## src/hdl/tlwf_pkg.sv

```systemverilog
// ----------------------------------------------------------------------------
// tlwf_pkg
// shared constants and helpers for the text line wrap formatter
// ----------------------------------------------------------------------------
package tlwf_pkg;

	localparam int WORD_DEPTH = 64;
	localparam int WA_W       = $clog2(WORD_DEPTH);
	localparam int WL_W       = WA_W + 1;
	localparam int MAX_OUT    = 64;

	localparam logic [7:0] CH_NL    = 8'h0A;
	localparam logic [7:0] CH_TAB   = 8'h09;
	localparam logic [7:0] CH_SPACE = 8'h20;
	localparam logic [5:0] INDENT_MAX = 6'd62;

	localparam logic [2:0] REG_INDENT = 3'd0;
	localparam logic [2:0] REG_LINE   = 3'd1;
	localparam logic [2:0] REG_PAGE   = 3'd2;
	localparam logic [2:0] REG_WRAP   = 3'd3;
	localparam logic [2:0] REG_MERGE  = 3'd4;
	localparam logic [2:0] REG_PBCODE = 3'd5;

	// continuation bytes that follow a lead byte
	function automatic logic [1:0] utf8_cont(input logic [7:0] b);
		logic [1:0] n;
		n = 2'd0;
		if ((b & 8'hE0) == 8'hC0) n = 2'd1;
		else if ((b & 8'hF0) == 8'hE0) n = 2'd2;
		else if ((b & 8'hF8) == 8'hF0) n = 2'd3;
		return n;
	endfunction

	function automatic logic is_word_byte(input logic [7:0] c);
		return (c >= 8'h61 && c <= 8'h7A) || (c >= 8'h41 && c <= 8'h5A) ||
			c == 8'h2D || c == 8'h2C || c == 8'h2E || c == 8'h3A ||
			c == 8'h22 || c == 8'h27;
	endfunction

endpackage

```

## src/hdl/tlwf_word_ram.sv

```systemverilog
// ----------------------------------------------------------------------------
// tlwf_word_ram
// held word bytes, one write port, one registered read port
// ----------------------------------------------------------------------------
module tlwf_word_ram import tlwf_pkg::*; (
	input  logic            clk,
	input  logic            we,
	input  logic [WA_W-1:0] waddr,
	input  logic [7:0]      wdata,
	input  logic [WA_W-1:0] raddr,
	output logic [7:0]      rdata
);

	logic [7:0] mem [WORD_DEPTH];

	always_ff @(posedge clk) begin
		if (we) begin
			mem[waddr] <= wdata;
		end
		rdata <= mem[raddr];
	end

endmodule

```

## src/hdl/text_line_wrap_formatter.sv

```systemverilog
// ----------------------------------------------------------------------------
// text_line_wrap_formatter
// streaming utf-8 text formatter with indent, line wrap and paging
// ----------------------------------------------------------------------------
// Input channel in_valid/in_stall carries one source byte per transfer with
// end_of_text on the final byte. Output channel out_valid/out_stall carries
// formatted bytes; run_last marks the last byte caused by one input byte.
// An input byte may cause no output at all.
// One byte is processed at a time: in_stall is high from the transfer until
// its last result is handed to the output register. A flush reads each held
// word byte through the single registered read port of the word store and
// then emits it. A stalled receiver holds the output register and the
// sequencer waits. Reset (arst_n low) clears the stream state and loads
// register defaults; the word store needs no clearing. Registers sit at
// byte address 4*i on the apb port; the user must write them only while
// the block is idle, and the block itself does not enforce it.
// ----------------------------------------------------------------------------
module text_line_wrap_formatter import tlwf_pkg::*; (
	input  logic       clk,
	input  logic       arst_n,
	input  logic       in_valid,
	output logic       in_stall,
	input  logic [7:0] in_byte,
	input  logic       end_of_text,
	output logic       out_valid,
	input  logic       out_stall,
	output logic [7:0] out_byte,
	output logic       run_last,
	input  logic       psel,
	input  logic       penable,
	input  logic       pwrite,
	input  logic [4:0] paddr,
	input  logic [31:0] pwdata,
	output logic [31:0] prdata,
	output logic       pready
);

	localparam logic [2:0] S_IDLE   = 3'd0;
	localparam logic [2:0] S_INDENT = 3'd1;
	localparam logic [2:0] S_FLUSH  = 3'd2;
	localparam logic [2:0] S_BYTE   = 3'd3;
	localparam logic [2:0] S_CHECK  = 3'd4;
	localparam logic [2:0] S_CODE   = 3'd5;
	localparam logic [2:0] S_TAIL   = 3'd6;
	localparam logic [2:0] S_END    = 3'd7;

	logic [5:0] indent_q, limit_q;
	logic [9:0] page_q;
	logic       wrap_q, merge_q;
	logic [7:0] pbcode_q;

	logic [2:0]      st_q, ret_q;
	logic [WL_W-1:0] wl_q, fi_q;
	logic [6:0]      lc_q, ecnt_q;
	logic [10:0]     plc_q;
	logic [1:0]      nr_q, cl_q;
	logic            ss_q, ls_q;
	logic [7:0]      b_q, code_q;
	logic            eot_q, ph_q;
	logic            f_flush_q, f_byte_q, f_store_q, f_count_q;
	logic [5:0]      cnt_q;
	logic [7:0]      hold_q;
	logic            hold_v_q, out_v_q;
	logic [7:0]      rdata;

	logic cfg_wr;
	assign pready = 1'b1;
	assign cfg_wr = psel && penable && pwrite;

	always_comb begin
		unique case (paddr[4:2])
			REG_INDENT: prdata = {26'd0, indent_q};
			REG_LINE:   prdata = {26'd0, limit_q};
			REG_PAGE:   prdata = {22'd0, page_q};
			REG_WRAP:   prdata = {31'd0, wrap_q};
			REG_MERGE:  prdata = {31'd0, merge_q};
			REG_PBCODE: prdata = {24'd0, pbcode_q};
			default:    prdata = 32'd0;
		endcase
	end

	always_ff @(posedge clk or negedge arst_n) begin
		if (!arst_n) begin
			indent_q <= 6'd4;
			limit_q  <= 6'd62;
			page_q   <= 10'd50;
			wrap_q   <= 1'b1;
			merge_q  <= 1'b1;
			pbcode_q <= 8'd12;
		end else if (cfg_wr) begin
			unique case (paddr[4:2])
				REG_INDENT: indent_q <= pwdata[5:0];
				REG_LINE:   limit_q  <= pwdata[5:0];
				REG_PAGE:   page_q   <= pwdata[9:0];
				REG_WRAP:   wrap_q   <= pwdata[0];
				REG_MERGE:  merge_q  <= pwdata[0];
				REG_PBCODE: pbcode_q <= pwdata[7:0];
				default: ;
			endcase
		end
	end

	// classification of the incoming byte
	logic       acc, blank, wordb, dropped, ovf;
	logic [1:0] cont, cl_dec;
	logic [5:0] ind;
	logic       out_free, adv, em_req;
	logic [7:0] em_byte;
	logic       pb, brk_early;
	logic       st_we;

	assign in_stall = (st_q != S_IDLE);
	assign acc      = in_valid && !in_stall;
	assign blank    = (in_byte == CH_SPACE) || (in_byte == CH_TAB);
	assign wordb    = is_word_byte(in_byte);
	assign cont     = utf8_cont(in_byte);
	assign cl_dec   = end_of_text ? 2'd0 : cl_q - 2'd1;
	assign dropped  = (in_byte == pbcode_q) || (blank && ls_q) ||
		(in_byte == CH_SPACE && merge_q && ss_q);
	assign ind      = (indent_q > INDENT_MAX) ? INDENT_MAX : indent_q;
	assign ovf      = (ecnt_q >= 7'(MAX_OUT));

	assign out_free = !out_v_q || !out_stall;
	assign adv      = !hold_v_q || out_free;
	assign pb       = (page_q != 10'd0) && (plc_q >= {1'b0, page_q});
	assign brk_early = !wrap_q || (wl_q > {1'b0, limit_q});
	assign st_we    = (st_q == S_BYTE) && f_store_q;

	always_comb begin
		em_req  = 1'b0;
		em_byte = CH_SPACE;
		unique case (st_q)
			S_INDENT: em_req = (cnt_q != 6'd0);
			S_FLUSH: begin
				em_req  = (fi_q < wl_q) && ph_q;
				em_byte = rdata;
			end
			S_BYTE: begin
				em_req  = f_byte_q;
				em_byte = b_q;
			end
			S_CODE: begin
				em_req  = 1'b1;
				em_byte = code_q;
			end
			default: ;
		endcase
	end

	tlwf_word_ram u_ram (
		.clk   (clk),
		.we    (st_we),
		.waddr (wl_q[WA_W-1:0]),
		.wdata (b_q),
		.raddr (fi_q[WA_W-1:0]),
		.rdata (rdata)
	);

	always_ff @(posedge clk or negedge arst_n) begin
		if (!arst_n) begin
			st_q     <= S_IDLE;
			ret_q    <= S_IDLE;
			wl_q     <= '0;
			fi_q     <= '0;
			lc_q     <= '0;
			ecnt_q   <= '0;
			plc_q    <= 11'd1;
			nr_q     <= '0;
			cl_q     <= '0;
			ss_q     <= 1'b0;
			ls_q     <= 1'b1;
			ph_q     <= 1'b0;
			hold_v_q <= 1'b0;
			out_v_q  <= 1'b0;
		end else begin
			if (out_v_q && !out_stall) begin
				out_v_q <= 1'b0;
			end
			if (em_req && adv && !ovf) begin
				if (hold_v_q) begin
					out_v_q  <= 1'b1;
					out_byte <= hold_q;
					run_last <= 1'b0;
				end
				hold_q   <= em_byte;
				hold_v_q <= 1'b1;
				ecnt_q   <= ecnt_q + 7'd1;
			end
			unique case (st_q)
				S_IDLE: begin
					if (acc) begin
						b_q       <= in_byte;
						eot_q     <= end_of_text;
						ecnt_q    <= '0;
						cnt_q     <= '0;
						f_flush_q <= 1'b0;
						f_byte_q  <= 1'b0;
						f_store_q <= 1'b0;
						f_count_q <= 1'b0;
						st_q      <= S_INDENT;
						if (cl_q != 2'd0) begin
							cl_q      <= cl_dec;
							f_byte_q  <= 1'b1;
							f_count_q <= (cl_dec == 2'd0);
						end else if (in_byte == CH_NL) begin
							lc_q      <= '0;
							ls_q      <= 1'b1;
							ss_q      <= 1'b0;
							f_flush_q <= 1'b1;
							if (nr_q < 2'd2) begin
								nr_q     <= nr_q + 2'd1;
								f_byte_q <= 1'b1;
								if (plc_q < 11'd2047) plc_q <= plc_q + 11'd1;
							end
						end else begin
							nr_q <= '0;
							if (!dropped) begin
								if (in_byte == CH_SPACE && merge_q) ss_q <= 1'b1;
								else if (!blank) ss_q <= 1'b0;
								if (ls_q) begin
									cnt_q <= ind;
									lc_q  <= {1'b0, ind};
									ls_q  <= 1'b0;
								end
								if (cont != 2'd0) begin
									f_flush_q <= 1'b1;
									f_byte_q  <= 1'b1;
									cl_q      <= end_of_text ? 2'd0 : cont;
									f_count_q <= end_of_text;
								end else if (wordb) begin
									f_flush_q <= (wl_q >= WL_W'(WORD_DEPTH));
									f_store_q <= 1'b1;
									f_count_q <= 1'b1;
								end else begin
									f_flush_q <= 1'b1;
									f_byte_q  <= 1'b1;
									f_count_q <= 1'b1;
								end
							end
						end
					end
				end
				S_INDENT: begin
					if (cnt_q == 6'd0) begin
						fi_q <= '0;
						ph_q <= 1'b0;
						if (f_flush_q) begin
							st_q  <= S_FLUSH;
							ret_q <= S_BYTE;
						end else begin
							st_q <= S_BYTE;
						end
					end else if (adv) begin
						cnt_q <= cnt_q - 6'd1;
					end
				end
				S_FLUSH: begin
					if (fi_q >= wl_q) begin
						wl_q <= '0;
						st_q <= ret_q;
					end else if (!ph_q) begin
						ph_q <= 1'b1;
					end else if (adv) begin
						fi_q <= fi_q + WL_W'(1);
						ph_q <= 1'b0;
					end
				end
				S_BYTE: begin
					if (!f_byte_q || adv) begin
						if (f_store_q) wl_q <= wl_q + WL_W'(1);
						if (f_count_q) begin
							if (lc_q < 7'd127) lc_q <= lc_q + 7'd1;
							st_q <= S_CHECK;
						end else begin
							st_q <= S_TAIL;
						end
					end
				end
				S_CHECK: begin
					fi_q <= '0;
					ph_q <= 1'b0;
					if (lc_q < {1'b0, limit_q}) begin
						st_q <= S_TAIL;
					end else begin
						code_q <= pb ? pbcode_q : CH_NL;
						if (pb) plc_q <= 11'd1;
						else if (plc_q < 11'd2047) plc_q <= plc_q + 11'd1;
						if (brk_early) begin
							lc_q  <= '0;
							st_q  <= S_FLUSH;
							ret_q <= S_CODE;
						end else begin
							lc_q <= wl_q;
							st_q <= S_CODE;
						end
					end
				end
				S_CODE: begin
					if (adv) begin
						fi_q  <= '0;
						ph_q  <= 1'b0;
						st_q  <= S_FLUSH;
						ret_q <= S_TAIL;
					end
				end
				S_TAIL: begin
					fi_q <= '0;
					ph_q <= 1'b0;
					if (eot_q) begin
						lc_q  <= '0;
						plc_q <= 11'd1;
						nr_q  <= '0;
						ss_q  <= 1'b0;
						ls_q  <= 1'b1;
						cl_q  <= '0;
						st_q  <= S_FLUSH;
						ret_q <= S_END;
					end else begin
						st_q <= S_END;
					end
				end
				S_END: begin
					if (!hold_v_q) begin
						st_q <= S_IDLE;
					end else if (out_free) begin
						out_v_q  <= 1'b1;
						out_byte <= hold_q;
						run_last <= 1'b1;
						hold_v_q <= 1'b0;
						st_q     <= S_IDLE;
					end
				end
				default: st_q <= S_IDLE;
			endcase
		end
	end

	assign out_valid = out_v_q;

endmodule

```

## config.mk

```make
export PLATFORM = sky130hd
export DESIGN_NAME = text_line_wrap_formatter
export DESIGN_NICKNAME = d
export VERILOG_FILES = /design/src/hdl/tlwf_pkg.sv /design/src/hdl/tlwf_word_ram.sv /design/src/hdl/text_line_wrap_formatter.sv
export SDC_FILE = /design/constraint.sdc
export NUM_CORES = 1
export LEC_CHECK = 0
export ABC_AREA = 1
export ABC_CLOCK_PERIOD_IN_PS = 3730
export BUFFER_PORTS_ARGS = -buffer_cell sky130_fd_sc_hd__clkbuf_2
export CORE_ASPECT_RATIO = 1.75
export CORE_MARGIN = 2
export CORE_UTILIZATION = 49
export CTS_CLUSTER_DIAMETER = 200
export DETAILED_ROUTE_END_ITERATION = 12
export PLACE_DENSITY_LB_ADDON = 0.1
export SYNTH_ARGS = -nofsm -noshare
export SYNTH_HDL_FRONTEND = slang
export SYNTH_SLANG_ARGS = --single-unit
```

## constraint.sdc

```tcl
create_clock -name clk -period 3.73 [get_ports clk]
set_clock_uncertainty 0.1 [all_clocks]
set_input_delay 0.746 -clock clk [delete_from_list [all_inputs] [get_ports clk]]
set_output_delay 0.746 -clock clk [all_outputs]
set_load 0.05 [all_outputs]
```

==> results_dict.tcl <==
set metrics [dict create \
    outcome "completed" \
    max_clock_freq_ghz 0.3127 \
    total_leakage_power_nw 11.46 \
    grt_setup_unrepaired "no" \
    synth_edf_count 556 \
    tritoncts "yes" \
    start_util 0.4935 \
    worstMarginPinSlew_ns 1.288 \
    netlist_area_um2 28530 \
    synth.yosys.warnings 0 \
    routed_wire_length_per_instance_um 22.48 \
    timing.final.crit_share 0.8574 \
    setup-violations-final 0 \
    layoutNonFillerInstCount 3518 \
    die_height_um 323.2 \
    first_pass_detailed_route_iteration_total 6 \
    total_of_max_cap_violations 0 \
    fin_setup_tns_ns 0 \
    numCtsBuffers 55 \
    global_route.overflow_total 0 \
    drc 0 \
    hold_path_class "input port to async pin" \
    grt.total_usage 0.2624 \
    end_kind "primary output" \
    vias 20080 \
    wirelength_um 79100 \
    clock_tree.root_cell "sky130_fd_sc_hd__clkbuf_16" \
    die_w_um 186.4 \
    final_max_slew_viol_count 0 \
    clock_path_buffers 3 \
    reg2reg_setup_slack_ns 0.55 \
    finalCriticalPeriod_ns 3.198 \
    cts.htree.levels 2 \
    postCtsSetupBuffers 0 \
    postRouteAntennaNets 0 \
    yosysTopAreaCellShare 0.5851 \
    gp_congestion 0.9868 \
    seq_area_frac_synth 0.6668 \
    yosys-top-cells-count "sky130_fd_sc_hd__edfxtp_1 (556), sky130_fd_sc_hd__nor2_1 (464), sky130_fd_sc_hd__nand2_1 (422), sky130_fd_sc_hd__o21ai_0 (331), sky130_fd_sc_hd__nand3_1 (157)" \
    final.hold.worst_slack_ns 0.05483 \
    detailedPlace.worstSlack_ns 0.5266 \
    place_inst 3415 \
    power.density_cell_area_nw_per_um2 624.4 \
    post_route_cells_drive_above_1_share 0.08597 \
    initialDrtViolationCount 1603 \
    dp.final_hpwl_um 53100 \
    tritoncts_num_sinks 650 \
    count_of_port_buffers_added_during_placement 49 \
    worst-setup-path-type "input port to primary output" \
    timing.critical_path.required_ns 2.88 \
    placement_rows 117 \
    reg2reg_to "hold_q[3]$_DFFE_PP_" \
    insertedDiodeCount 0 \
    synth.ff_latch_count 650 \
    critical_path_arrival_ns 2.35 \
    floorplan.die_area_um2 60260 \
    wire_length_of_the_first_global_routing_pass_um 118700 \
    remaining_max_slew_budget_at_the_tightest_pin 0.1414 \
    cts_resized 0 \
    worst_r2r_startpoint "wl_q[2]$_DFFE_PN0P_" \
    ctsHoldBuffers 0 \
    synth_flop_cell "sky130_fd_sc_hd__edfxtp_1" \
    post_dp_cell_area_um2 29630 \
    synth.avg_cell_area_um2 10.70 \
    postSynth.asyncResetShare 0.1323 \
    fin_nets 2789 \
    source_to_sink_clock_delay_at_the_later_pin_of_the_worst_skew_pair_ns 0.61 \
    hold_violations 0 \
    worst_setup_hold_path_clk_slew_ns 0.07 \
    design_area_um2 31410 \
    top_level_ports 97 \
    synth.distinct_cells 51 \
    fill_cells 5042 \
    pin_count_of_the_biggest_net_entering_global_routing 163 \
    core_um2 57820 \
    total_power_mw 19.61 \
    peakVddDrop_mv 0.4356 \
    worst_reg_to_reg_path_cell_count 9 \
    critical_path_peak_fanout 7 \
    timing.critical_path.from_type "input port" \
    synth.most_common_cell "sky130_fd_sc_hd__edfxtp_1" \
    number_of_standard_cells_after_synthesis 2667 \
    postLayoutCoreUtil 0.5432 \
    finalWorstSetupSlack_ns 0.5320 \
    area_growth_pct 10.08 \
    grt_antenna_before_repair 0 \
    grt_pass1_vias 20070 \
    ys_top_cells_by_area "sky130_fd_sc_hd__edfxtp_1 (59%), sky130_fd_sc_hd__dfrtp_1 (6.2%), sky130_fd_sc_hd__nor2_1 (6.1%)" \
    synthDominantAreaCellType "sky130_fd_sc_hd__edfxtp_1" \
    via_per_inst 5.706 \
]
final cells by class:
| cell class | count | area, um2 | area share |
|---|---|---|---|
| clock buffers | 71 | 1539 | 0.04899 |
| clock inverters | 32 | 237.7 | 0.007568 |
| inverters | 145 | 549.3 | 0.01749 |
| multi-input cells | 1742 | 8352 | 0.2659 |
| flip-flops and latches | 650 | 19040 | 0.6060 |
| well taps | 773 | 967.2 | 0.03079 |
| repair buffers | 105 | 730.7 | 0.02326 |
power by group:
group	leakage, nW	internal (mW)	switching (mW)
clock network	0.851	3.06	2.65
logic	4.46	1.37	3.69
registers	6.15	8.45	0.390
worst max-delay path by stage:
stage	from	to	slack (ns)	cells past startpoint
4_1_cts	wl_q[2]$_DFFE_PN0P_	hold_q[2]$_DFFE_PP_	0.52	9
5_1_grt	wl_q[2]$_DFFE_PN0P_	hold_q[2]$_DFFE_PP_	0.31	9
3_3_place_gp	wl_q[2]$_DFFE_PN0P_	hold_q[5]$_DFFE_PP_	0.56	9
2_1_floorplan	paddr[4]	prdata[6]	0.66	4
6_report	paddr[4]	prdata[4]	0.53	6
3_5_place_dp	wl_q[2]$_DFFE_PN0P_	hold_q[3]$_DFFE_PP_	0.53	9
flip-flops by register name, indices dropped and copies added (netlist names), 2 cells and up:
signal       count
code_q           8
cnt_q            6
st_q             3
plc_q           11
u_ram.mem      512
cl_q             2
page_q          10
fi_q             7
nr_q             2
u_ram.rdata      8
limit_q          6
lc_q             7
pbcode_q         8
indent_q         6
ret_q            3
b_q              8
ecnt_q           7
wl_q             7
hold_q           8
out_byte         8
cell usage in the layout (no fill, tap or decap), types with 57 or more instances in the layout:
cell type and count:
sky130_fd_sc_hd__edfxtp_1 556, sky130_fd_sc_hd__nand2_1 422, sky130_fd_sc_hd__o22ai_1 72, sky130_fd_sc_hd__inv_1 131
sky130_fd_sc_hd__nor2_1 463, sky130_fd_sc_hd__clkbuf_16 57, sky130_fd_sc_hd__nand3_1 157, sky130_fd_sc_hd__o21ai_0 331
sky130_fd_sc_hd__o211ai_1 61, sky130_fd_sc_hd__dfrtp_1 68
layer usage:
layer	up-vias	GRT usage	share of wire
met5	-	0	0
met4	0	0.1849	0.078
met3	225	0.02756	0.041
met2	633	0.5030	0.54
met1	9821	0.2644	0.34
li1	9396	-	-
logic make-up (layout without fill, tap and decap cells):
group	after synthesis	after routing	share of synthesized area
buf+inv	296	353	0.04354
simple gates	1123	1123	0.1623
xor+xnor	14	14	0.004297
fa+ha+maj	37	37	0.01622
compound gates	545	545	0.1066
other cells	2	23	0.0002632
flops	650	650	0.6668
worst max-delay path, stage by stage:
cell                       delay, ns
sky130_fd_sc_hd__clkbuf_2       0.13
sky130_fd_sc_hd__nor3_1         0.46
sky130_fd_sc_hd__inv_1          0.33
sky130_fd_sc_hd__o22ai_1        0.25
sky130_fd_sc_hd__a221o_1        0.16
sky130_fd_sc_hd__clkbuf_2       0.28
No activity file was read; power rests on OpenSTA's default activity.
